## config.mk

```make
export PLATFORM = sky130hd
export DESIGN_NAME = gxb_cell
export DESIGN_NICKNAME = d
export VERILOG_FILES = /design/src/hdl/gxb_pkg.sv /design/src/hdl/gxb_cell.sv
export SDC_FILE = /design/constraint.sdc
export NUM_CORES = 1
export LEC_CHECK = 0
export ABC_AREA = 1
export ABC_CLOCK_PERIOD_IN_PS = 2770
export BUFFER_PORTS_ARGS = -buffer_cell sky130_fd_sc_hd__buf_2
export CAP_MARGIN = 30
export CORE_MARGIN = 2
export CORE_UTILIZATION = 46
export DETAILED_ROUTE_END_ITERATION = 12
export PLACE_DENSITY = 0.78
export SETUP_SLACK_MARGIN = 0.15
export SLEW_MARGIN = 10
export SYNTH_ARGS = -nofsm -noshare
export SYNTH_HDL_FRONTEND = slang
export SYNTH_SLANG_ARGS = --single-unit
export TNS_END_PERCENT = 50
```

## constraint.sdc

```tcl
create_clock -name clk -period 2.77 [get_ports clk]
set_clock_uncertainty 0.05 [all_clocks]
set_input_delay 0.831 -clock clk [delete_from_list [all_inputs] [get_ports clk]]
set_output_delay 0.831 -clock clk [all_outputs]
set_load 0.02 [all_outputs]
```

## src/hdl/gxb_pkg.sv

```systemverilog
// ----------------------------------------------------------------------------
// gxb_pkg
// Shared types and constants for the GF(2) XOR basis span test block.
// ----------------------------------------------------------------------------
package gxb_pkg;

  localparam int VEC_BITS_DEF = 62;
  localparam int RANK_BITS    = 6;
  localparam int OUT_BITS     = 8;
  localparam int USER_BITS    = 2;

  // control that rides with a vector from cell to cell
  typedef struct packed {
    logic valid;
    logic ins;    // insert if independent
    logic start;  // empty the basis before this word
    logic cap;    // word already stored as a row upstream
  } ctrl_t;

endpackage

```

## src/hdl/gxb_cell.sv

```systemverilog
// ----------------------------------------------------------------------------
// gxb_cell
// One basis row, owning leading bit BIT. Reduces the passing vector by its
// row, or stores it when the row is free and the word inserts.
// ----------------------------------------------------------------------------
module gxb_cell #(
  parameter int VEC_BITS = gxb_pkg::VEC_BITS_DEF,
  parameter int BIT      = 0
) (
  input  logic                 clk,
  input  logic                 rst,
  input  logic                 adv,
  input  gxb_pkg::ctrl_t       in_ctrl,
  input  logic [VEC_BITS-1:0]  in_vec,
  output gxb_pkg::ctrl_t       out_ctrl,
  output logic [VEC_BITS-1:0]  out_vec,
  output logic                 occupied
);
  import gxb_pkg::*;

  logic [VEC_BITS-1:0] row;
  logic                row_valid;
  logic                eff_valid;
  logic                hit;
  logic                capture;
  logic [VEC_BITS-1:0] vec_next;
  ctrl_t               ctrl_next;

  always_comb begin
    // a start word sees this row as already cleared
    eff_valid = row_valid && !in_ctrl.start;
    hit       = in_vec[BIT];
    capture   = in_ctrl.valid && hit && !eff_valid && in_ctrl.ins && !in_ctrl.cap;
    vec_next  = (hit && eff_valid) ? (in_vec ^ row) : in_vec;
    ctrl_next = in_ctrl;
    ctrl_next.cap = in_ctrl.cap | capture;
  end

  always_ff @(posedge clk) begin
    if (rst) begin
      row_valid <= 1'b0;
      out_ctrl  <= '0;
    end else if (adv) begin
      out_ctrl <= ctrl_next;
      if (capture) begin
        row_valid <= 1'b1;
      end else if (in_ctrl.valid && in_ctrl.start) begin
        row_valid <= 1'b0;
      end
    end
  end

  // payload, no reset
  always_ff @(posedge clk) begin
    if (adv) begin
      out_vec <= vec_next;
      if (capture) begin
        row <= in_vec;
      end
    end
  end

  assign occupied = row_valid;

endmodule

```

==> results of run 1 <==
path summary, 6_finish.rpt:
path	start	to	slack, ns	depth (start not counted)
worst min-delay path	out_ctrl[2]$_SDFFE_PP0P_	out_ctrl[2]$_SDFFE_PP0P_	0.42	2
worst max-delay path	occupied$_SDFFE_PP0P_	occupied	0.80	1
worst min register to register	out_ctrl[2]$_SDFFE_PP0P_	out_ctrl[2]$_SDFFE_PP0P_	0.42	2
worst max register to register	occupied$_SDFFE_PP0P_	out_vec[12]$_DFFE_PP_	1.15	5
synthesized netlist by cell type:
cell	instances	share of area, %
a211oi_1	1	0.16
o21ai_0	2	0.21
inv_1	8	0.63
nand4_1	1	0.13
edfxtp_1	124	78
nand2_2	1	0.13
dfxtp_1	5	2.1
inv_2	1	0.078
nor2_1	1	0.078
a21oi_1	4	0.42
nor2_8	1	0.42
xnor2_1	61	11
buf_6	6	1.4
nand2_1	68	5.3
nand3_1	2	0.21
per-stage QoR:
| stage | total power [mW] | hold slack, ns | utilization [%] | worst slack (ns) |
|---|---|---|---|---|
| after global routing | 4.836 | 0.4342 | 60.88 | 0.7466 |
| after global placement | 2.554 | 0.4002 | 55.23 | 0.5935 |
| after detailed placement | 2.563 | 0.4075 | 55.23 | 0.5457 |
| after CTS | 4.712 | 0.4171 | 60.88 | 0.7676 |
| final | 4.656 | 0.4232 | 60.88 | 0.7997 |
| after floorplan | 2.409 | 0.4795 | - | 0.2757 |
tightest hold or removal path: stages, from the launching register on:
cell     delay (ns)
dfxtp_1        0.31
nand2_1        0.06
a21oi_1        0.05
metal layers:
metal / track usage [%] / share of wire (%) / vias to the layer above
met5: 0 / 0 / -
met4: 7.519 / 1.2 / 0
met3: 6.499 / 7.2 / 10
met2: 23.26 / 47 / 100
met1: 19.46 / 44 / 1231
li1: - / - / 1304
flip-flops by register name, indices dropped and copies added, names as in the netlist:
register,flops
out_vec,62
row,62
out_ctrl,4
occupied,1
area by class of cell:
| class | count | share of cell area, % |
|---|---|---|
| multi-input cells | 142 | 14.02 |
| well taps | 136 | 2.732 |
| clock inverters | 11 | 2.230 |
| inverters | 9 | 0.6027 |
| repair buffers | 139 | 11.97 |
| clock buffers | 21 | 7.051 |
| flip-flops and latches | 129 | 61.39 |
kinds of logic after synthesis:
| family | after synthesis |
|---|---|
| AOI/OAI and AO/OA | 7 |
| xor gates and xnor gates | 61 |
| buffers and inverters | 15 |
| DFF | 129 |
| and+or+nand+nor | 74 |
power groups by stage:
stage / Clock (mW) / Sequential [mW] / Combinational [mW]
finish: 2.14 / 2.24 / 0.279
floorplan: 0 / 2.35 / 0.0562
CTS: 2.19 / 2.24 / 0.282
global placement: 0 / 2.28 / 0.275
detailed placement: 0 / 2.28 / 0.282
global route: 2.29 / 2.25 / 0.302
==> flow_summary_export.csv, run 1 <==
group,metric,value,unit
worst_setup_path,endpoint_kind,"output port",
die,fp.coreArea,0.01023,mm²
layout,multi_input_area,873.3,µm²
clock_network,tritoncts,"yes",
route,dr.pass1.iters,4,
clock_network,post-cts-setup-buffers,0,
layout,final_cell_mix,"buf_2, edfxtp_1, nand2_1",
clock_network,clock_path_buffers,2,
grt,grt_pass1_wl,13000,µm
synth,synth_fa_ha_area_share,0,%
worst_setup_path,cp_slowest_cell,"dfxtp_1",
synth,synthXorXnorAreaFrac,11.13,%
timing,fin_crit_sh,71.13,%
synth,synth_top_family_by_area,"XOR/XNOR gates",
timing,tightest_slew,0.3588,ns
die,die_area,0.01126,mm²
synth,synth_cells,286,
worst_setup_path,path_max_fanout,4,
layout,fin_nets,507,
power,powerDensity,747.5,mW/mm²
worst_setup_path,path_cells,"buf_2",
power,ir_worst_vdd,0.0004846,V
clock_network,clock-root-buffer,"clkbuf_8",
power,p_leak,2.329,nW
route,ant_nets,0,
synth,ys_seq_elements,129,
timing,slew_viol_final,0,
die,ios,136,
synth,synth-compound-area-share,0.7823,%
power,combPwrFrac,6.0,%
worst_setup_path,critPathLaunchType,"flip-flop",
synth,synth_nets,355,
flow_run,max-cap-violations,0,
clock_network,h-tree-depth,4,
power,power_frac_clock,45.9,%
clock_network,cts_buffers,17,
route,wire_per_inst,13.95,µm
run_status,outcome,"finished clean",
die,start_util,46.90,%
die,placementRows,37,
layout,syn_to_final_growth,29.80,%
die,die_w,106.1,µm
timing,tns,0,ns
synth,synth_cell_types,15,
synth,seq_area_frac_synth,79.69,%
timing,setup_viol,0,
clock_network,holdBufCountCts,0,
timing,hold_violations,0,
grt,grt_pass1_vias,2629,
route,vias,2645,
layout,regArea,0.003824,mm²
layout,stdcell_count,587,
timing,rsz0062_at_grt,"false",
timing,max_freq,507.5,MHz
power,power_switching_share,20.18,%
layout,final_common_cell,"buf_2",
synth,yosys.area_share.simple,6.284,%
worst_hold_path,hold_class,"reg -> reg",
route,vias_per_cell,4.506,
layout,drive_gt1_share,38.14,%
layout,diodes,0,
clock_network,clock-sinks,129,
clock_network,insertion_delay,0.50,ns
synth,netlist_area,0.004798,mm²
place,port_buffers,135,
layout,fillerInstances,790,
grt,grt.overflow.total,0,
timing,slew_headroom,76.08,%
synth,avgSynthCellArea,16.78,µm²
synth,synthMuxAreaShare,0,%
worst_setup_path,path_buf_inv,1,
route,drc,0,
clock_network,path_clk_slew,0.06,ns
die,die_h,106.1,µm
grt,antenna_found_initial,0,
power,p_int,3.716,mW
place,dp_hpwl,5472,µm
timing,post-route-min-period,1.970,ns
place,routabilityCongestion,0.6705,
worst_setup_path,path_delay_family,"flip-flops",
grt,track_usage,15.50,%
clock_network,cts-resized-gates,0,
worst_setup_path,cp.required,1.89,ns
grt,grt_max_degree,69,
worst_setup_path,critPathArrivalTime,1.09,ns
route,drt_iter0_markers,108,
power,p_seq_share,48.1,%
route,finalWirelength,8190,µm
place,dp.cells,555,
synth,yosysWarnings,0,
worst_setup_path,max_stage_delay,0.40,ns
place,place_area,0.005650,mm²
power,p_switching,0.9395,mW
worst_setup_path,worstSetupPathType,"reg -> out",
layout,fin_area,0.006228,mm²
(Power assumes the default switching activity.)
==> inputs of run 2 (changes only) <==
Settings changed: ABC_CLOCK_PERIOD_IN_PS 2770 to 1700.
Clock period 2.77 ns to 1.7 ns, I/O delays scaled along.
==> flow_summary_export.csv, run 2 (synthesis results as in run 1) <==
group,metric,value,unit
grt,grt_pass1_wl,13480,µm
worst_setup_path,critPathLaunchType,"flip-flop",
power,powerDensity,1130,mW/mm²
clock_network,path_clk_slew,0.06,ns
timing,rsz0062_at_grt,"true",
worst_setup_path,worstSetupStartpoint,"out_vec[8]$_DFFE_PP_",
worst_setup_path,reg2reg_slack,0.22,ns
worst_setup_path,endpoint_kind,"output port",
place,place_area,0.005757,mm²
grt,grt_pass1_vias,2761,
grt,track_usage,16.04,%
worst_hold_path,holdPathEnd,"row[34]$_DFFE_PP_",
worst_setup_path,reg2reg_from,"occupied$_SDFFE_PP0P_",
power,power_switching_share,21.34,%
timing,slew_viol_final,0,
clock_network,clock_path_buffers,2,
power,p_seq_share,50.0,%
clock_network,h-tree-depth,4,
timing,tightest_slew,0.3650,ns
power,p_int,5.762,mW
power,combPwrFrac,7.1,%
timing,setup_ws,0.07768,ns
worst_setup_path,max_stage_delay,0.40,ns
timing,holdWs,0.1523,ns
route,ant_nets,0,
route,finalWirelength,8739,µm
grt,grt_max_degree,69,
place,pre_cts_ws,-0.04621,ns
timing,tns,0,ns
layout,syn_to_final_growth,35.10,%
worst_setup_path,cp_slowest_cell,"edfxtp_1",
layout,regArea,0.003829,mm²
die,die_h,106.1,µm
route,vias_per_cell,4.632,
clock_network,insertion_delay,0.51,ns
die,ios,136,
worst_hold_path,hold_class,"in -> reg",
clock_network,clock-root-buffer,"clkbuf_8",
timing,setup_viol,0,
clock_network,holdBufCountCts,0,
flow_run,max-cap-violations,0,
worst_setup_path,cp.required,1.14,ns
die,die_w,106.1,µm
die,fp.coreArea,0.01023,mm²
worst_setup_path,path_buf_inv,1,
clock_network,tritoncts,"yes",
layout,drive_gt1_share,39.91,%
layout,stdcell_count,592,
layout,final_core_util,63.36,%
worst_setup_path,path_delay_family,"flip-flops",
route,drt_iter0_markers,93,
route,vias,2742,
timing,max_freq,616.4,MHz
route,dr.pass1.iters,4,
place,routabilityCongestion,0.7662,
power,ir_worst_vdd,0.0005377,V
layout,fin_nets,512,
layout,final_cell_mix,"edfxtp_1, buf_2, nand2_1",
worst_setup_path,reg2regPathDepth,5,
die,placementRows,37,
worst_setup_path,worstSetupPathType,"reg -> out",
power,p_leak,2.418,nW
place,dp.cells,558,
layout,fillerInstances,725,
timing,slew_headroom,75.67,%
clock_network,clock-sinks,129,
timing,hold_violations,0,
place,dp_hpwl,5711,µm
worst_hold_path,worstHoldStart,"in_vec[34]",
route,drc,0,
layout,final_common_cell,"edfxtp_1",
worst_hold_path,min_delay_path_depth,1,
layout,diodes,0,
layout,top_regs,"out_vec (62), row (62), out_ctrl (4)",
worst_setup_path,critPathArrivalTime,1.06,ns
grt,antenna_found_initial,0,
clock_network,cts_buffers,17,
timing,fin_crit_sh,95.43,%
die,start_util,46.90,%
worst_setup_path,path_max_fanout,1,
power,p_total,7.325,mW
route,wire_per_inst,14.76,µm
layout,fin_area,0.006482,mm²
layout,multi_input_area,902.1,µm²
place,port_buffers,135,
run_status,outcome,"finished clean",
grt,grt.overflow.total,0,
worst_setup_path,path_cells,"buf_6",
power,p_switching,1.563,mW
worst_setup_path,r2r_end,"row[52]$_DFFE_PP_",
die,die_area,0.01126,mm²
timing,post-route-min-period,1.622,ns
power,power_frac_clock,42.9,%
## run 2: how the worst max path moves through the flow
stage                        endpoint  slack [ns]  depth (start not counted)
finish                     out_vec[8]        0.08                          1
detailed placement  row[59]$_DFFE_PP_       -0.05                          6
global placement    row[59]$_DFFE_PP_       -0.02                          6
CTS                       out_vec[20]        0.05                          1
floorplan            row[0]$_DFFE_PP_       -0.39                          4
global route              out_vec[34]        0.02                          1
## run 2: power groups by stage
stage,clock (mW),sequential (mW),combinational (mW)
2_1_floorplan,0,3.83,0.0975
3_3_place_gp,0,3.71,0.463
3_5_place_dp,0,3.71,0.478
4_1_cts,3.21,3.65,0.495
5_1_grt,3.38,3.67,0.558
6_report,3.14,3.66,0.522
## run 2: timing repair
action,4_1_cts,5_1_grt
setup buffers,0,2
setup endpoints to repair,67,67
endpoints found under the hold margin,0,0
gates resized for setup,23,40
## run 2: cell type report
type,count,area share (%)
Clock buffer,20,6.562
Timing Repair Buffer,144,15.56
Clock inverter,12,1.448
Tap cell,136,2.625
Sequential cell,129,59.06
Inverter,9,0.8300
Multi-Input combinational cell,142,13.92
## run 2: metal layers
| metal | global-route usage, % | wire length, µm | vias to the layer above |
|---|---|---|---|
| met5 | 0 | 0 | - |
| met4 | 7.895 | 170 | 0 |
| met3 | 6.193 | 560 | 15 |
| met2 | 24.31 | 4287 | 108 |
| met1 | 20.24 | 3721 | 1302 |
| li1 | - | - | 1317 |
